<file path="src/hdl/tso_store_buffer_forwarding_assert.svh">
// ---------------------------------------------------------------------------
// Assertion macros for the TSO store buffer block
// ---------------------------------------------------------------------------
`ifndef TSO_STORE_BUFFER_FORWARDING_ASSERT_SVH
`define TSO_STORE_BUFFER_FORWARDING_ASSERT_SVH
// implication checked on every clock edge outside reset
`define TSB_ASSERT_IMP(label, clk, rst_n, ante, cons, msg) \
	label: assert property (@(posedge clk) disable iff (!rst_n) (ante) |-> (cons)) \
		else $error(msg);
// implication checked in the cycle after the antecedent
`define TSB_ASSERT_NEXT(label, clk, rst_n, ante, cons, msg) \
	label: assert property (@(posedge clk) disable iff (!rst_n) (ante) |=> (cons)) \
		else $error(msg);
`endif

</file>
<file path="src/hdl/tsb_pkg.sv">
// ---------------------------------------------------------------------------
// tsb_pkg
// Shared types and constants of the TSO store buffer block.
// ---------------------------------------------------------------------------
package tsb_pkg;
	localparam int THREADS_DEF      = 4;
	localparam int BUFFER_DEPTH_DEF = 8;
	localparam int LOCATIONS_DEF    = 256;

	localparam logic [2:0] FUNC_READ    = 3'd0;
	localparam logic [2:0] FUNC_WRITE   = 3'd1;
	localparam logic [2:0] FUNC_FENCE   = 3'd2;
	localparam logic [2:0] FUNC_PROP    = 3'd3;
	localparam logic [2:0] FUNC_DRAIN   = 3'd4;
	localparam logic [2:0] FUNC_DRAINALL = 3'd5;

	// controller to datapath
	typedef struct packed {
		logic capture;     // latch input request
		logic clr_step;    // clear memory at clear index, advance
		logic search;      // run forwarding search, register result
		logic mem_rd;      // issue memory read at request address
		logic commit;      // commit oldest entry of selected thread
		logic append;      // append request entry
		logic sel_all;     // commit thread comes from the sweep counter
		logic next_thr;    // advance sweep counter
		logic rst_thr;     // zero sweep counter
		logic load_out;    // load result register
	} tsb_cmd_t;

	// datapath to controller
	typedef struct packed {
		logic clr_done;
		logic thr_empty;   // selected commit thread has no entries
		logic thr_full;    // request thread is full
		logic thr_last;    // sweep counter at last thread
	} tsb_sts_t;
endpackage

</file>
<file path="src/hdl/tsb_ctrl.sv">
// ---------------------------------------------------------------------------
// tsb_ctrl
// Sequencer for request handling, drains and memory clearing.
// ---------------------------------------------------------------------------
`include "tso_store_buffer_forwarding_assert.svh"
module tsb_ctrl (
	input  logic              clk,
	input  logic              arst_n,
	input  logic              s_tvalid,
	output logic              s_tready,
	output logic              m_tvalid,
	input  logic              m_tready,
	input  logic [2:0]        func_q,
	input  logic              seq_cst_q,
	input  tsb_pkg::tsb_sts_t sts,
	output tsb_pkg::tsb_cmd_t cmd
);
	typedef enum logic [7:0] {
		ST_CLEAR = 8'b00000001,
		ST_IDLE  = 8'b00000010,
		ST_DEC   = 8'b00000100,
		ST_READ  = 8'b00001000,
		ST_WRITE = 8'b00010000,
		ST_DRAIN = 8'b00100000,
		ST_ALL   = 8'b01000000,
		ST_OUT   = 8'b10000000
	} state_t;

	state_t state_q, state_d;
	logic   out_v_q;

	// output holding register frees the core for the next request
	assign m_tvalid = out_v_q;
	assign s_tready = (state_q == ST_IDLE);

	always_comb begin
		state_d = state_q;
		cmd     = '0;
		unique case (state_q)
			ST_CLEAR: begin
				cmd.clr_step = !sts.clr_done;
				if (sts.clr_done) state_d = ST_IDLE;
			end
			ST_IDLE: begin
				cmd.capture = s_tvalid;
				if (s_tvalid) state_d = ST_DEC;
			end
			ST_DEC: begin
				cmd.search  = 1'b1;
				cmd.mem_rd  = 1'b1;
				cmd.rst_thr = 1'b1;
				unique case (func_q)
					tsb_pkg::FUNC_READ:  state_d = ST_READ;
					tsb_pkg::FUNC_WRITE: state_d = ST_WRITE;
					tsb_pkg::FUNC_FENCE: state_d = seq_cst_q ? ST_DRAIN : ST_OUT;
					tsb_pkg::FUNC_PROP: begin
						cmd.commit = !sts.thr_empty;
						state_d    = ST_OUT;
					end
					tsb_pkg::FUNC_DRAIN:    state_d = ST_DRAIN;
					tsb_pkg::FUNC_DRAINALL: state_d = ST_ALL;
					default:                state_d = ST_OUT;
				endcase
			end
			ST_READ: begin
				state_d = ST_OUT;
			end
			ST_WRITE: begin
				// full buffer: commit oldest first, then append
				if (sts.thr_full) begin
					cmd.commit = 1'b1;
				end else begin
					cmd.append = 1'b1;
					state_d    = seq_cst_q ? ST_DRAIN : ST_OUT;
				end
			end
			ST_DRAIN: begin
				if (sts.thr_empty) state_d = ST_OUT;
				else cmd.commit = 1'b1;
			end
			ST_ALL: begin
				cmd.sel_all = 1'b1;
				if (!sts.thr_empty) begin
					cmd.commit = 1'b1;
				end else if (sts.thr_last) begin
					state_d = ST_OUT;
				end else begin
					cmd.next_thr = 1'b1;
				end
			end
			ST_OUT: begin
				if (!out_v_q || m_tready) begin
					cmd.load_out = 1'b1;
					state_d      = ST_IDLE;
				end
			end
			default: state_d = ST_IDLE;
		endcase
	end

	always_ff @(posedge clk or negedge arst_n) begin
		if (!arst_n) begin
			state_q <= ST_CLEAR;
			out_v_q <= 1'b0;
		end else begin
			state_q <= state_d;
			if (cmd.load_out) out_v_q <= 1'b1;
			else if (m_tready) out_v_q <= 1'b0;
		end
	end

	`TSB_ASSERT_IMP(a_onehot, clk, arst_n, 1'b1, $onehot(state_q), "state not one-hot")
	`TSB_ASSERT_NEXT(a_load_valid, clk, arst_n, cmd.load_out, m_tvalid, "result not presented")
	`TSB_ASSERT_IMP(a_ready_idle, clk, arst_n, s_tready, !cmd.commit && !cmd.append, "accepting while busy")
endmodule

</file>
<file path="config.mk">
export PLATFORM = sky130hd
export DESIGN_NAME = tsb_ctrl
export DESIGN_NICKNAME = d
export VERILOG_FILES = /design/src/hdl/tsb_pkg.sv /design/src/hdl/tsb_ctrl.sv
export VERILOG_INCLUDE_DIRS = /design/src /design/src/hdl
export SDC_FILE = /design/constraint.sdc
export NUM_CORES = 1
export LEC_CHECK = 0
export BUFFER_PORTS_ARGS = -buffer_cell sky130_fd_sc_hd__buf_2
export CAP_MARGIN = 5
export CORE_MARGIN = 3
export CORE_UTILIZATION = 40
export CTS_CLUSTER_DIAMETER = 40
export CTS_CLUSTER_SIZE = 40
export DETAILED_ROUTE_END_ITERATION = 8
export HOLD_SLACK_MARGIN = 0.15
export PLACE_DENSITY = 0.67
export SLEW_MARGIN = 20
export SYNTH_ARGS = -nofsm -noshare
export SYNTH_HDL_FRONTEND = slang
export SYNTH_SLANG_ARGS = --single-unit
</file>
<file path="constraint.sdc">
create_clock -name clk -period 1.5 [get_ports clk]
set_input_delay 0.075 -clock clk [delete_from_list [all_inputs] [get_ports clk]]
set_output_delay 0.075 -clock clk [all_outputs]
set_load 0.02 [all_outputs]
</file>
# Word-level counts from Yosys, hierarchy flattened
# Cells that the tools add are included.
[word_totals]
ff_bits = 9
latchBits = 0
ram_bits = 0
rom_bits = 0
out_inout_bits = 12
memories = 0
[op_classes]
addsub = 0
n_mul = 0
n_div = 0
order_cmp = 0
n_eq_ne = 20
shift = 0
mux = 27
bitwise = 0
n_reduce_logical = 8
[ops]
columns = ["cell", "count"]
rows = [
  ["8-bit 2-to-1 mux", 8],
  ["8-bit one-hot mux with 8 select lines", 1],
  ["8-bit one-hot mux with 5 select lines", 1],
  ["1-bit 2-to-1 mux", 14],
  ["2-bit != test (second input constant)", 7],
  ["8-bit by 1-bit == test with 1-bit output (second input constant)", 1],
  ["8-bit by 2-bit == test with 1-bit output (second input constant)", 1],
  ["8-bit by 3-bit == test with 1-bit output (second input constant)", 1],
  ["8-bit by 4-bit == test with 1-bit output (second input constant)", 1],
  ["8-bit by 5-bit == test with 1-bit output (second input constant)", 1],
  ["8-bit by 6-bit == test with 1-bit output (second input constant)", 1],
  ["8-bit by 7-bit == test with 1-bit output (second input constant)", 1],
  ["8-bit == test (second input constant)", 1],
  ["7-bit AND reduction", 1],
  ["3-bit by 2-bit == test with 1-bit output (second input constant)", 2],
  ["3-bit == test (second input constant)", 2],
  ["2-bit 2-to-1 mux", 2],
  ["3-bit by 1-bit == test with 1-bit output (second input constant)", 1],
  ["1-bit logical NOT", 3],
  ["3-bit logical NOT", 1],
  ["1-bit one-hot mux with 3 select lines", 1],
  ["2-bit nonzero test", 1],
  ["2-bit OR reduction", 1],
  ["1-bit logical OR", 1],
]

# Longest topological paths before layout
[depth]
word_depth = 5
depth_mapped = 5
depth_no_buf = 4

# Worst setup path after synthesis
# OpenSTA, ideal clock, no wires.
[synth_timing]
kind = "flip-flop to output port"
startpoint = "reg state_q[5]"
endpoint = "out cmd[2] (netlist name)"
arrival_time_ns = 1.798
required_time_ns = 1.425
slack_ns = -0.373
stages_incl_launch_ff = 6
n_path_buf = 1
cell_sequence = "dfrtp_1 > buf_6 > nor4_2 > nand2_1 > nor3b_1 > and3b_1"
[synth_rtl]
columns = ["item", "line", "rtl"]
rows = [
  ["from (decl)", "tsb_ctrl.sv:29", "state_t state_q, state_d;"],
  ["from (signal assigned)", "tsb_ctrl.sv:106", "state_q <= state_d;"],
  ["to (decl)", "tsb_ctrl.sv:16", "output tsb_pkg::tsb_cmd_t cmd"],
]

==> run_results.csv <==
group,metric,value,unit
outcome,status,"complete, but fails checks",
outcome,violations,"negative setup slack",
placement,portBuffers,23,
drt,wl,2370,µm
synth,netlist-cell-type-count,40,
cells_and_area,seqCellArea,233,µm²
synth,synthArstFlopShare,100,%
floorplanning,io_pins,24,
cells_and_area,design_area,0.00125,mm²
critical_path,path_class,"flop to output port",
synth,netlist_top_cells_area,"dfrtp_1, dfstp_2, nor2_1, nor4b_4, buf_6",
power_and_ir_drop,irDropWorstVdd,1.26,mV
synth,synth_largest_area_cell,"dfrtp_1",
global_routing,grt_pass1_wl,3800,µm
worst_hold_path,hp-class,"primary input to async pin",
global_routing,grt_antenna_before_repair,0,
cts,cts_buffers,3,
timing,fin_crit_sh,114,%
cells_and_area,num-fill-cells,94,
cts,clock-sinks,9,
cells_and_area,fin_nets,146,
critical_path,crit_arrival,1.64,ns
synth,ys_ff_latch,9,
timing,finalSetupTns,-2.15,ns
drt,wire_per_inst,15.1,µm
timing,slew_violations,0,
flow_run,max-cap-violations,0,
drt,route.met2.wl,1210,µm
drt,wl_met3,80,µm
global_routing,grt_max_degree,10,
drt,wl_met1,1070,µm
drt,vias_per_cell,5.30,
drt,first_pass_iters,4,
synth,synth_area_per_cell,9.22,µm²
cells_and_area,antenna_cells,0,
timing,fin_crit,1.72,ns
placement,dpl.hpwl,1530,µm
global_routing,first_global_vias,823,
critical_path,cp-start-kind,"flop",
floorplanning,initial_core_util,45.1,%
timing,rsz0062_at_grt,"yes",
synth,ys_seq_area_share,31.5,%
drt,drt_iter0_markers,7,
cts,htreeDepth,1,
synth,synth.most_common_cell,"dfrtp_1",
synth,yosys_warnings,0,
floorplanning,die_x,48.4,µm
critical_path,worstPathMaxFanout,7,
timing,holdWs,0.184,ns
cts,cts_tree,"built",
timing,relSlewSlack,77.9,%
timing,fin_skew,0.00583,ns
drt,ant_nets,0,
timing,finalWorstSetupSlack,-0.216,ns
power_and_ir_drop,p_leak,0.000563,µW
timing,finalSetupViolCount,15,
critical_path,worst_setup_path_end_kind,"output port",
cts,cts.path.max_buffers,2,
power_and_ir_drop,power_density,1300,mW/mm²
critical_path,critPathRequiredTime,1.42,ns
placement,dpl-instance-area,955,µm²
cells_and_area,multiInputGateArea,531,µm²
drt,vias,832,
global_routing,grt_remaining_overflow,0,
synth,synth_top_area_share,27.8,%
cells_and_area,final_util,78.6,%
cts,clkSlewWorstSetupHoldPaths,0.07,ns
cells_and_area,drive_above_1_share,58.6,%
drt,drc,0,
synth,syn_inst,78,
synth,yosys-top-cells-count,"dfrtp_1, nor2_1, nand2_1",
floorplanning,dieArea,0.00234,mm²
synth,syn_nets,90,
floorplanning,die_h,48.4,µm
synth,ys.flop_type,"dfrtp_1",
global_routing,grt_use_total,20.8,%
timing,hold_violations,0,
floorplanning,core_area,0.00159,mm²
cts,clockRootBuffer,"clkbuf_4",
synth,syn-cell-area,719,µm²
timing,fmax,583,MHz
cts,clock_latency,0.27,ns
synth,synth_edf_count,0,
placement,place.gp.congestion,0.823,
cells_and_area,area_growth,74.1,%
drt,highest_layer,"met4",
floorplanning,floorplan.rows,14,
timing,worstMarginPinSlew,0.331,ns
registers in the layout, summed over array words and instances, names as in the netlist:
register	flops
state_q	8
m_tvalid	1
logic make-up after synthesis:
group	Yosys count	share of synthesized area [%]
multiplexers	1	2.09
flip-flops	9	31.5
AND/OR/NAND/NOR	44	40.5
AO/OA/AOI/OAI	16	17.9
XOR/XNOR	1	1.22
buffers and inverters	7	6.78
routing by layer:
metal	GRT usage, %	vias to the layer above
met2	34.9	18
met3	3.07	2
li1	-	403
met4	6.64	0
met1	27.5	409
met5	0	-
final timing paths:
kind / from / end / slack [ns] / cells after the start
min in group clk: seq_cst_q / state_q[7] / 0.34 / 5
hold reg to reg: m_tvalid / m_tvalid / 0.54 / 2
setup reg to reg: state_q[6] / state_q[5] / -0.17 / 5
setup / recovery: state_q[6] / cmd[5] / -0.22 / 5
max in group asynchronous: arst_n / state_q[0] / 1.06 / 2
hold / removal: arst_n / m_tvalid / 0.18 / 2
final cells by class:
class	instances	share of cell area, %
clock buffers	4	2.10
inverters	3	0.899
multi-input cells	62	42.4
flip-flops and latches	9	18.6
well taps	24	2.40
repair buffers	55	33.7
cell usage in the layout, fill, tap and decap left out, types with 2 or more instances in the layout:
master	count
nand2_1	5
and4_1	2
dlygate4sd3_1	8
buf_4	30
nand3b_1	3
inv_2	2
nor2b_1	2
buf_6	5
a21oi_1	3
dfrtp_2	5
dfrtp_1	3
nand2b_1	3
buf_2	12
nor3b_2	2
clkbuf_4	3
nor2_1	6
through the flow:
step                      power [µW]  cells  setup WS (ns)
after floorplan                  787     78         -0.140
after global placement          1090    136        -0.0380
after detailed placement        1100    136        -0.0873
after CTS                       1500    155         -0.202
after global routing            1730    157         -0.310
final                           1630    157         -0.216
power breakdown:
part / switching, µW / internal, µW
Sequential: 63.5 / 289
Combinational: 526 / 551
Clock: 99.0 / 103
worst max-delay path, stage by stage, from the launching register on:
cell and delay, ns:
dfrtp_2 0.49, nor4bb_2 0.35, o311ai_2 0.16, buf_4 0.16
o31ai_2 0.04, buf_4 0.17
what timing repair did:
item                                   in CTS  in global routing
gates resized for setup                    28                  9
hold buffers                                8                  0
setup endpoints to repair                  15                 15
pin swaps                                  10                  1
endpoints found under the hold margin      17                  0
buffers inserted                           10                  2
Note: power is estimated with default switching activity, not from simulation.
